<file path="config.mk">
export PLATFORM = sky130hd
export DESIGN_NAME = sensor_batch_frame_encoder
export DESIGN_NICKNAME = d
export VERILOG_FILES = /design/src/sv/sbfe_pkg.sv /design/src/sv/sbfe_serializer.sv /design/src/sv/sensor_batch_frame_encoder.sv
export VERILOG_INCLUDE_DIRS = /design/src /design/src/sv
export SDC_FILE = /design/constraint.sdc
export NUM_CORES = 2
export LEC_CHECK = 0
export ABC_AREA = 1
export BUFFER_PORTS_ARGS = -buffer_cell sky130_fd_sc_hd__buf_2
export CORE_MARGIN = 5
export CORE_UTILIZATION = 55
export CTS_BUF_LIST = sky130_fd_sc_hd__clkbuf_8
export DETAILED_ROUTE_END_ITERATION = 7
export PLACE_DENSITY = 0.74
export SLEW_MARGIN = 20
export SYNTH_ARGS = -nofsm -noshare
export SYNTH_HDL_FRONTEND = slang
export SYNTH_SLANG_ARGS = --single-unit
</file>
<file path="constraint.sdc">
create_clock -name clock -period 25 [get_ports clock]
set_input_delay 0 -clock clock [delete_from_list [all_inputs] [get_ports clock]]
set_output_delay 0 -clock clock [all_outputs]
set_load 0.02 [all_outputs]
</file>
<file path="src/sv/sensor_batch_frame_encoder_assert.svh">
// Assertion macros for the frame encoder. Each one checks an implication on the rising
// clock edge and stays quiet while reset is high. Synthesis sees empty bodies.
`ifndef SENSOR_BATCH_FRAME_ENCODER_ASSERT_SVH
`define SENSOR_BATCH_FRAME_ENCODER_ASSERT_SVH
`ifndef SYNTHESIS
`define SBFE_ASSERT_IMPLIES(label, clk, rst, ante, cons) \
   label: assert property (@(posedge clk) disable iff (rst) (ante) |-> (cons)) \
      else $error("sensor_batch_frame_encoder: implication check failed");
`define SBFE_ASSERT_NEXT(label, clk, rst, ante, cons) \
   label: assert property (@(posedge clk) disable iff (rst) (ante) |=> (cons)) \
      else $error("sensor_batch_frame_encoder: next-cycle check failed");
`else
`define SBFE_ASSERT_IMPLIES(label, clk, rst, ante, cons)
`define SBFE_ASSERT_NEXT(label, clk, rst, ante, cons)
`endif
`endif

</file>
<file path="src/sv/sbfe_pkg.sv">
package sbfe_pkg;

   localparam int DEF_MAX_FRAME_BYTES = 512;
   localparam int DEF_MAX_RECORDS     = 255;
   localparam int DEF_MOTION_AXES     = 3;

   localparam int HEADER_BYTES = 16;
   localparam int MAX_AXES     = 3;
   localparam int MAX_WORDS    = 2 * MAX_AXES;
   localparam int WORD_IDX_W   = $clog2(MAX_WORDS);

   // A temperature gap of 65536 ms or more closes the frame.
   localparam logic [25:0] TEMP_GAP_LIMIT = 26'd65536000;
   // x / 1000 == (x * MS_RECIP) >> MS_SHIFT for every x below 2**26.
   localparam logic [26:0] MS_RECIP = 27'd68719477;
   localparam int          MS_SHIFT = 36;

   typedef enum logic [1:0] {
      CSR_STREAM_KIND    = 2'd0,
      CSR_FRAME_CAPACITY = 2'd1,
      CSR_MOTION_CODE    = 2'd2,
      CSR_TEMP_CODE      = 2'd3
   } csr_index_type;

   typedef struct packed {
      logic        kind;
      logic [7:0]  count;
      logic [31:0] first_seq;
      logic [63:0] base_time;
      logic [15:0] dropped;
      logic [9:0]  length;
   } hdr_type;

   typedef struct packed {
      logic                            hdr_a_en;
      hdr_type                         hdr_a;
      logic                            rec_en;
      logic                            kind;
      logic [9:0]                      start;
      logic [25:0]                     diff;
      logic [MAX_WORDS-1:0][15:0]      words;
      logic                            hdr_b_en;
      hdr_type                         hdr_b;
   } plan_type;

   function automatic logic [4:0] rec_len(input logic kind, input int axes);
      return kind ? 5'd6 : 5'(2 + 4 * axes);
   endfunction

   function automatic logic [7:0] hdr_byte(input hdr_type h, input logic [3:0] k,
                                           input logic [7:0] code);
      logic [7:0] b;
      case (k) inside
         4'd0:          b = code;
         4'd1:          b = h.count;
         [4'd2:4'd5]:   b = h.first_seq[{k[1:0] - 2'd2, 3'b000} +: 8];
         [4'd6:4'd13]:  b = h.base_time[{k[2:0] - 3'd6, 3'b000} +: 8];
         4'd14:         b = h.dropped[7:0];
         default:       b = h.dropped[15:8];
      endcase
      return b;
   endfunction

endpackage

</file>
<file path="src/sv/sbfe_serializer.sv">
module sbfe_serializer #(
   parameter int MOTION_AXES = sbfe_pkg::DEF_MOTION_AXES
) (
   input  logic              clock,
   input  logic              reset,
   input  logic              plan_valid,
   input  sbfe_pkg::plan_type plan,
   output logic              plan_ready,
   input  logic [7:0]        motion_code,
   input  logic [7:0]        temp_code,
   output logic              rsp_valid,
   input  logic              rsp_ready,
   output logic [8:0]        rsp_byte_offset,
   output logic [7:0]        rsp_byte_value,
   output logic              rsp_frame_end,
   output logic [9:0]        rsp_frame_length,
   output logic [7:0]        rsp_records_in_frame,
   output logic              rsp_last_of_item
);
   import sbfe_pkg::*;

   typedef enum logic [1:0] {PH_HDR_A, PH_REC, PH_HDR_B} phase_type;

   plan_type  plan_ff;
   phase_type phase_ff;
   logic      busy_ff;
   logic [4:0] idx_ff;

   hdr_type    hdr;
   logic [7:0] code;
   logic [4:0] len;
   logic [52:0] prod;
   logic [15:0] gap;
   logic [4:0]  rel;
   logic [15:0] word;
   logic [7:0]  rec_byte;
   logic        out_free;
   logic        is_last;
   logic        is_end;
   logic [8:0]  cur_off;
   logic [7:0]  cur_val;
   phase_type   first_phase;

   always_comb begin
      hdr  = (phase_ff == PH_HDR_A) ? plan_ff.hdr_a : plan_ff.hdr_b;
      code = hdr.kind ? temp_code : motion_code;
      len  = rec_len(plan_ff.kind, MOTION_AXES);
      prod = 53'(plan_ff.diff) * 53'(MS_RECIP);
      gap  = plan_ff.kind ? prod[MS_SHIFT +: 16] : plan_ff.diff[15:0];
      rel  = idx_ff - 5'd2;
      word = plan_ff.words[rel[WORD_IDX_W:1]];
      if (idx_ff == 5'd0) begin
         rec_byte = gap[7:0];
      end else if (idx_ff == 5'd1) begin
         rec_byte = gap[15:8];
      end else begin
         rec_byte = rel[0] ? word[15:8] : word[7:0];
      end

      unique case (phase_ff)
         PH_REC: begin
            cur_off = 9'(plan_ff.start + 10'(idx_ff));
            cur_val = rec_byte;
            is_end  = 1'b0;
            is_last = (idx_ff == len - 5'd1) && !plan_ff.hdr_b_en;
         end
         PH_HDR_A: begin
            cur_off = 9'(idx_ff);
            cur_val = hdr_byte(hdr, idx_ff[3:0], code);
            is_end  = (idx_ff == 5'(HEADER_BYTES - 1));
            is_last = is_end && !plan_ff.rec_en;
         end
         default: begin
            cur_off = 9'(idx_ff);
            cur_val = hdr_byte(hdr, idx_ff[3:0], code);
            is_end  = (idx_ff == 5'(HEADER_BYTES - 1));
            is_last = is_end;
         end
      endcase

      out_free    = !rsp_valid || rsp_ready;
      plan_ready  = !busy_ff || (out_free && is_last);
      first_phase = plan.hdr_a_en ? PH_HDR_A : PH_REC;
   end

   always_ff @(posedge clock) begin
      if (plan_valid && plan_ready) begin
         plan_ff <= plan;
      end
   end

   always_ff @(posedge clock) begin
      if (reset) begin
         busy_ff   <= 1'b0;
         phase_ff  <= PH_HDR_A;
         idx_ff    <= 5'd0;
         rsp_valid <= 1'b0;
      end else begin
         if (out_free) begin
            rsp_valid <= busy_ff;
         end
         if (busy_ff && out_free) begin
            rsp_byte_offset      <= cur_off;
            rsp_byte_value       <= cur_val;
            rsp_frame_end        <= is_end;
            rsp_frame_length     <= is_end ? hdr.length : 10'd0;
            rsp_records_in_frame <= is_end ? hdr.count : 8'd0;
            rsp_last_of_item     <= is_last;
            if (is_last) begin
               busy_ff <= 1'b0;
            end else if (phase_ff == PH_HDR_A && is_end) begin
               phase_ff <= PH_REC;
               idx_ff   <= 5'd0;
            end else if (phase_ff == PH_REC && idx_ff == len - 5'd1) begin
               phase_ff <= PH_HDR_B;
               idx_ff   <= 5'd0;
            end else begin
               idx_ff <= idx_ff + 5'd1;
            end
         end
         if (plan_valid && plan_ready) begin
            busy_ff  <= 1'b1;
            phase_ff <= first_phase;
            idx_ff   <= 5'd0;
         end
      end
   end

endmodule

</file>
<file path="src/sv/sensor_batch_frame_encoder.sv">
// Delta-timestamp batch framer for sensor samples.
// Samples arrive on the req_ channel (valid/ready), one record per transfer. Each sample
// produces its record bytes on the rsp_ channel, one byte per transfer, tagged with its
// offset in the frame; when a frame closes, its 16 header bytes go out at offsets 0..15
// with rsp_frame_end on the last one, before the record of a sample whose gap closes it
// and after the record that fills or ends it. rsp_last_of_item marks the final byte of a
// sample. Samples pass through the input register, the plan register and the output
// register, which sends one byte per cycle while the receiver is ready; a sample yields
// 14 bytes (motion) or 6 bytes (temperature), plus 16 bytes for each header it closes.
// A sample that the frame capacity cannot hold, and that closes no frame, produces
// nothing. One sample waits in the input register while the previous one is serialized.
// Reset clears the configuration to its defaults and leaves no frame open.
// When the receiver stalls, the current byte holds in the output register and the input
// side stops taking samples once both the serializer and the input register are full.
// The csr_ port writes the indexed register; write it only while the block is idle.
`include "sensor_batch_frame_encoder_assert.svh"
module sensor_batch_frame_encoder #(
   parameter int MAX_FRAME_BYTES = sbfe_pkg::DEF_MAX_FRAME_BYTES,
   parameter int MAX_RECORDS     = sbfe_pkg::DEF_MAX_RECORDS,
   parameter int MOTION_AXES     = sbfe_pkg::DEF_MOTION_AXES
) (
   input  logic               clock,
   input  logic               reset,
   input  logic               csr_write_enable,
   input  logic [1:0]         csr_index,
   input  logic [9:0]         csr_write_data,
   input  logic               req_valid,
   output logic               req_ready,
   input  logic [63:0]        req_time_us,
   input  logic [31:0]        req_sequence_number,
   input  logic signed [15:0] req_accel_x,
   input  logic signed [15:0] req_accel_y,
   input  logic signed [15:0] req_accel_z,
   input  logic signed [15:0] req_gyro_x,
   input  logic signed [15:0] req_gyro_y,
   input  logic signed [15:0] req_gyro_z,
   input  logic signed [31:0] req_milli_celsius,
   input  logic [31:0]        req_dropped_count,
   input  logic               req_last_sample,
   output logic               rsp_valid,
   input  logic               rsp_ready,
   output logic [8:0]         rsp_byte_offset,
   output logic [7:0]         rsp_byte_value,
   output logic               rsp_frame_end,
   output logic [9:0]         rsp_frame_length,
   output logic [7:0]         rsp_records_in_frame,
   output logic               rsp_last_of_item
);
   import sbfe_pkg::*;

   typedef struct packed {
      logic [63:0]               time_us;
      logic [31:0]               seq;
      logic [MAX_AXES-1:0][15:0] accel;
      logic [MAX_AXES-1:0][15:0] gyro;
      logic [31:0]               milli_celsius;
      logic [31:0]               dropped;
      logic                      last_sample;
   } item_type;

   // Configuration registers.
   logic       stream_kind_ff;
   logic [9:0] frame_capacity_ff;
   logic [7:0] motion_code_ff;
   logic [7:0] temp_code_ff;

   // Frame state.
   logic        open_ff;
   logic [7:0]  count_ff;
   logic [63:0] base_ff;
   logic [63:0] prev_ff;
   logic [31:0] seq_ff;
   logic [31:0] drop_ff;
   logic [9:0]  woff_ff;
   logic        kind_ff;
   logic [9:0]  cap_ff;

   item_type item_ff;
   logic     in_valid_ff;

   logic [63:0] diff;
   logic        gap_close;
   logic        cont;
   logic [9:0]  cap_now;
   logic        fits;
   logic        rec_en;
   logic        r_kind;
   logic [9:0]  r_cap;
   logic [9:0]  r_start;
   logic [7:0]  r_count0;
   logic [63:0] r_base;
   logic [31:0] r_seq;
   logic [31:0] r_drop;
   logic [4:0]  r_len;
   logic [9:0]  end_off;
   logic [7:0]  count1;
   logic        close_b;
   plan_type    plan;
   logic        plan_valid;
   logic        plan_ready;
   logic        consume;

   function automatic logic [15:0] sat16(input logic [31:0] v);
      return (|v[31:16]) ? 16'hFFFF : v[15:0];
   endfunction

   always_ff @(posedge clock) begin
      if (reset) begin
         stream_kind_ff    <= 1'b0;
         frame_capacity_ff <= 10'd244;
         motion_code_ff    <= 8'd1;
         temp_code_ff      <= 8'd2;
      end else if (csr_write_enable) begin
         unique case (csr_index_type'(csr_index))
            CSR_STREAM_KIND:    stream_kind_ff    <= csr_write_data[0];
            CSR_FRAME_CAPACITY: frame_capacity_ff <= csr_write_data;
            CSR_MOTION_CODE:    motion_code_ff    <= csr_write_data[7:0];
            CSR_TEMP_CODE:      temp_code_ff      <= csr_write_data[7:0];
         endcase
      end
   end

   always_comb begin
      diff = item_ff.time_us - prev_ff;
      // The temperature gap is compared before dividing, so the divide only ever sees
      // values below 2**26.
      gap_close = open_ff && (kind_ff ? ((|diff[63:26]) || (diff[25:0] >= TEMP_GAP_LIMIT))
                                      : (|diff[63:16]));
      cont    = open_ff && !gap_close;
      cap_now = (32'(frame_capacity_ff) > MAX_FRAME_BYTES) ? 10'(MAX_FRAME_BYTES)
                                                            : frame_capacity_ff;
      fits    = ({1'b0, cap_now} >=
                 11'(HEADER_BYTES) + 11'(rec_len(stream_kind_ff, MOTION_AXES)));
      rec_en  = cont || fits;

      r_kind   = cont ? kind_ff : stream_kind_ff;
      r_cap    = cont ? cap_ff : cap_now;
      r_start  = cont ? woff_ff : 10'(HEADER_BYTES);
      r_count0 = cont ? count_ff : 8'd0;
      r_base   = cont ? base_ff : item_ff.time_us;
      r_seq    = cont ? seq_ff : item_ff.seq;
      r_drop   = cont ? drop_ff : item_ff.dropped;
      r_len    = rec_len(r_kind, MOTION_AXES);
      end_off  = r_start + 10'(r_len);
      count1   = r_count0 + 8'd1;
      // Close at MAX_RECORDS, on the last sample, or when a further record would not fit.
      close_b  = (32'(count1) >= MAX_RECORDS) ||
                 ({1'b0, end_off} + 11'(r_len) > {1'b0, r_cap}) ||
                 item_ff.last_sample;

      plan.hdr_a_en        = gap_close;
      plan.hdr_a.kind      = kind_ff;
      plan.hdr_a.count     = count_ff;
      plan.hdr_a.first_seq = seq_ff;
      plan.hdr_a.base_time = base_ff;
      plan.hdr_a.dropped   = sat16(drop_ff);
      plan.hdr_a.length    = woff_ff;
      plan.rec_en          = rec_en;
      plan.kind            = r_kind;
      plan.start           = r_start;
      plan.diff            = cont ? diff[25:0] : 26'd0;
      plan.words           = '0;
      if (r_kind) begin
         plan.words[0] = item_ff.milli_celsius[15:0];
         plan.words[1] = item_ff.milli_celsius[31:16];
      end else begin
         for (int j = 0; j < MOTION_AXES; j++) begin
            plan.words[j]               = item_ff.accel[j];
            plan.words[MOTION_AXES + j] = item_ff.gyro[j];
         end
      end
      plan.hdr_b_en        = rec_en && close_b;
      plan.hdr_b.kind      = r_kind;
      plan.hdr_b.count     = count1;
      plan.hdr_b.first_seq = r_seq;
      plan.hdr_b.base_time = r_base;
      plan.hdr_b.dropped   = sat16(r_drop);
      plan.hdr_b.length    = end_off;

      plan_valid = in_valid_ff && (gap_close || rec_en);
      consume    = in_valid_ff && plan_ready;
      req_ready  = !in_valid_ff || consume;
   end

   always_ff @(posedge clock) begin
      if (req_valid && req_ready) begin
         item_ff.time_us       <= req_time_us;
         item_ff.seq           <= req_sequence_number;
         item_ff.accel         <= {req_accel_z, req_accel_y, req_accel_x};
         item_ff.gyro          <= {req_gyro_z, req_gyro_y, req_gyro_x};
         item_ff.milli_celsius <= req_milli_celsius;
         item_ff.dropped       <= req_dropped_count;
         item_ff.last_sample   <= req_last_sample;
      end
   end

   always_ff @(posedge clock) begin
      if (reset) begin
         in_valid_ff <= 1'b0;
         open_ff     <= 1'b0;
         count_ff    <= 8'd0;
         base_ff     <= 64'd0;
         prev_ff     <= 64'd0;
         seq_ff      <= 32'd0;
         drop_ff     <= 32'd0;
         woff_ff     <= 10'(HEADER_BYTES);
         kind_ff     <= 1'b0;
         cap_ff      <= 10'd0;
      end else begin
         if (req_valid && req_ready) begin
            in_valid_ff <= 1'b1;
         end else if (consume) begin
            in_valid_ff <= 1'b0;
         end
         if (consume) begin
            if (rec_en) begin
               open_ff  <= !close_b;
               count_ff <= close_b ? 8'd0 : count1;
               woff_ff  <= close_b ? 10'(HEADER_BYTES) : end_off;
               prev_ff  <= item_ff.time_us;
               base_ff  <= r_base;
               seq_ff   <= r_seq;
               drop_ff  <= r_drop;
               kind_ff  <= r_kind;
               cap_ff   <= r_cap;
            end else begin
               // The sample is dropped; any frame that was open has just closed.
               open_ff  <= 1'b0;
               count_ff <= 8'd0;
               woff_ff  <= 10'(HEADER_BYTES);
            end
         end
      end
   end

   sbfe_serializer #(
      .MOTION_AXES(MOTION_AXES)
   ) u_serializer (
      .clock               (clock),
      .reset               (reset),
      .plan_valid          (plan_valid),
      .plan                (plan),
      .plan_ready          (plan_ready),
      .motion_code         (motion_code_ff),
      .temp_code           (temp_code_ff),
      .rsp_valid           (rsp_valid),
      .rsp_ready           (rsp_ready),
      .rsp_byte_offset     (rsp_byte_offset),
      .rsp_byte_value      (rsp_byte_value),
      .rsp_frame_end       (rsp_frame_end),
      .rsp_frame_length    (rsp_frame_length),
      .rsp_records_in_frame(rsp_records_in_frame),
      .rsp_last_of_item    (rsp_last_of_item)
   );

   `SBFE_ASSERT_IMPLIES(a_open_within_cap, clock, reset, open_ff, woff_ff <= cap_ff)
   `SBFE_ASSERT_IMPLIES(a_closed_is_empty, clock, reset, !open_ff,
                        count_ff == 8'd0 && woff_ff == 10'(HEADER_BYTES))
   `SBFE_ASSERT_NEXT(a_prev_time_follows, clock, reset, consume && rec_en,
                     prev_ff == $past(item_ff.time_us))
   `SBFE_ASSERT_IMPLIES(a_len_only_at_end, clock, reset, rsp_valid && !rsp_frame_end,
                        rsp_frame_length == 10'd0 && rsp_records_in_frame == 8'd0)

endmodule

</file>
==> results.toml <==
[synthesis]
ys_seq_area_share_pct = 47.1
synth-xor-area-share_pct = 0.479
yosys_most_used_dff = "edfxtp_1"
synth_area_sq_um = 54900
synth_area_leader_cell = "edfxtp_1"
synth_top_family_by_area = "adder cells"
yosys-top-cells-area = "edfxtp_1 (38%), dfxtp_1 (9.5%), ha_1 (8.2%)"
synth-edff-count = 688
netlist_top_cells_count = "nand2_1 (1139), inv_1 (1096), edfxtp_1 (688)"
synth_most_common_cell = "nand2_1"
synth_cell_types = 57
ys_async_sr_fraction_pct = 0
synth_simple_gate_area_share_pct = 15.3
synth_fa_ha_area_share_pct = 16.0
synth_cells = 6131
synthMuxAreaShare_pct = 0.146
synth_top_area_share_pct = 37.7
syn_nets = 6977
yosysWarnings = 0
avgSynthCellArea_sq_um = 8.95
synth_compound_area_share_pct = 11.9
ys_ff_latch = 947

[timing]
setup_viol = 0
min_period_over_period_pct = 33.3
fin_skew_ps = 58.3
period_needed_ps = 8330
fmax_ghz = 0.120
setup_tns_ps = 0
maxSlewHeadroom_pct = 26.4
hold_violations = 0
rsz0062_at_grt = "no"
slew_viol_final = 0
worstMarginPinSlew_ps = 1100
whs_ps = 86.0

[pwr]
powerDensity_nw_per_um2 = 99.4
p_leak_nw = 29.5
ir_drop_mv = 0.215

[detailed_routing]
viasPerCell = 5.65
wl_per_cell_um = 22.0
drt_iter0_drc = 6028
wirelength_um = 185000
drtAntennaViolNets = 0
dr.pass1.iters = 6
vias = 47600
drc = 0

[die]
core_sq_um = 98700
start_util_pct = 55.6
die-area_sq_um = 106000
die_h_um = 326
pin_count = 313
num_rows = 115
die-width_um = 326

[status]
status = "finished, final reports clean"

[hold_path]
worstHoldStart = "req_valid"
hold_end = "in_valid_ff$_SDFFE_PP0P_"
min_path_type = "primary input to flip-flop"
min_path_cells = 4

[cells_and_area]
layout.nets = 7841
regArea_sq_um = 25800
utilization_pct = 67.0
multi_input_area_sq_um = 24000
area_growth_pct = 20.6
drive_gt1_share_pct = 8.80
final_area_sq_um = 66200
num-fill-cells = 7524
instances_no_fill = 8420

[setup_path]
worst_ep_required_time_ps = 25570
worstPathArrival_ps = 8900
worstSetupPathType = "flip-flop to flip-flop"
path_buf_inv = 5
cp_max_fo = 7
path_common_cell = "fa_1"
path_delay_family = "adder cells"
endpoint_kind = "flip-flop"
r2r_slack_ps = 16670
r2r-end = "u_serializer.rsp_byte_value[3]$_DFFE_PP_"
r2r-start = "u_serializer.plan_ff[248]$_SDFFCE_PN0P_"
startpoint_type = "flip-flop"
cp_slowest_stage_delay_ps = 570
cp_slowest_cell = "o211ai_1"
r2r_cells = 25

[placement]
portBuffers = 312
dp.cells = 7563
postPlaceCellArea_sq_um = 57500
hpwl_um = 123000
globalplace.congestion = 1.04

[global_routing]
antenna_found_initial = 10
gr-total-overflow = 0
grt_pass1_wl_um = 282000
grt_max_degree = 120
groute.usage.overall_pct = 34.5
grt_pass1_vias = 47800

[clock_tree]
cts_inserted_buffers = 155
clk_pin_slew_ps = 70
clk_path_buf_depth = 3
cts_tree = "yes"
clock_latency_ps = 880
ctsResizeCount = 0
cts_root_buf = "clkbuf_8"
cts_sinks = 947
h-tree-depth = 4

[job]
drv_cap = 0
-- how the worst max path moves through the flow --
| stage | cells after the start | slack [ps] | from | endpoint |
|---|---|---|---|---|
| floorplan | 18 | 13920 | u_serializer.idx_ff[1]$_SDFFE_PP0P_ | u_serializer.phase_ff[0]$_SDFFE_PP0P_ |
| global placement | 25 | 16790 | u_serializer.plan_ff[248]$_SDFFCE_PN0P_ | u_serializer.rsp_byte_value[3]$_DFFE_PP_ |
| detailed placement | 25 | 16850 | u_serializer.plan_ff[248]$_SDFFCE_PN0P_ | u_serializer.rsp_byte_value[3]$_DFFE_PP_ |
| CTS | 25 | 16850 | u_serializer.plan_ff[248]$_SDFFCE_PN0P_ | u_serializer.rsp_byte_value[3]$_DFFE_PP_ |
| global route | 25 | 16400 | u_serializer.plan_ff[248]$_SDFFCE_PN0P_ | u_serializer.rsp_byte_value[3]$_DFFE_PP_ |
| finish | 25 | 16670 | u_serializer.plan_ff[248]$_SDFFCE_PN0P_ | u_serializer.rsp_byte_value[3]$_DFFE_PP_ |
-- per-stage QoR --
step                      worst slack [ps]  power, mW
after floorplan                      13920       4.12
after global placement               16790       5.09
after detailed placement             16850       5.10
after CTS                            16850       6.46
after global routing                 16400       7.04
final                                16670       6.58
-- cell type report --
type	instances	area share, %
clock buffer	169	3.52
sequential	947	39.1
tap	1287	2.43
inverter	1113	6.36
antenna	9	0.0340
timing repair buffer	912	11.3
multi-input combinational	3866	36.3
clock inverter	117	0.981
-- logic make-up (layout without fill, tap and decap cells) --
family                   Yosys count  count (layout)
AO/OA/AOI/OAI                   1211            1211
multiplexers                       8               8
flip-flops                       947             947
AND/OR/NAND/NOR                 2045            2045
XOR/XNOR                          30              30
buffers and inverters           1318            2311
other                              0               9
adder cells (fa/ha/maj)          572             572
-- state kept, by name (all words and copies together) (netlist names), 9 cells and up --
register / count
frame_capacity_ff: 10
drop_ff: 32
u_serializer.rsp_byte_offset: 9
prev_ff: 64
item_ff: 257
cap_ff: 10
u_serializer.plan_ff: 394
u_serializer.rsp_frame_length: 10
base_ff: 64
woff_ff: 10
seq_ff: 32
-- repair_timing --
action,4_1_cts,5_1_grt
buffers inserted,0,0
hold buffers,561,0
hold endpoints to repair,449,0
-- layout by cell type (no fill, tap or decap), drive strengths merged, types with 13 or more instances in the layout --
cell,netlist,layout
inv,1105,1173
nand2,1159,1159
edfxtp,688,688
o21ai,602,602
nor2,584,584
dlygate4sd3,0,561
a21oi,447,447
ha,358,358
buf,39,351
dfxtp,259,259
fa,214,214
clkbuf,166,169
nand3,156,156
nand4,70,70
clkinv,8,51
o221ai,39,39
nor3,34,34
o211ai,28,28
xnor2,21,21
o22ai,18,18
nor4,18,18
nand3b,13,13
a31oi,13,13
o31ai,13,13
-- routing by layer --
layer / vias up / part of all wire (%) / track usage [%]
met4: 2 / 5.1 / 15.5
li1: 21900 / - / -
met2: 2578 / 46 / 56.4
met1: 22600 / 40 / 45.7
met3: 545 / 8.4 / 5.55
met5: - / 0.0081 / 0
-- worst reg2reg max path: stages, from the launching register on --
cell,delay (ps)
edfxtp_1,530
inv_1,160
fa_1,550
inv_1,50
fa_1,480
inv_1,60
fa_1,510
fa_1,550
inv_1,70
fa_1,530
fa_1,530
fa_1,490
ha_1,350
nand2_1,110
nor2_1,160
inv_1,110
nor4_1,490
nand3_1,130
o211ai_1,570
nand4_1,200
o211ai_1,180
xor2_1,100
o21ai_0,350
o21ai_0,410
a22oi_1,290
o21ai_0,130
-- report_power, final --
part           internal (mW)  total, mW  switching [mW]
logic                   1.16       3.40            2.24
clock network          0.662       1.33           0.670
registers               1.79       1.84          0.0526
Power figures use the tool's default switching activity.
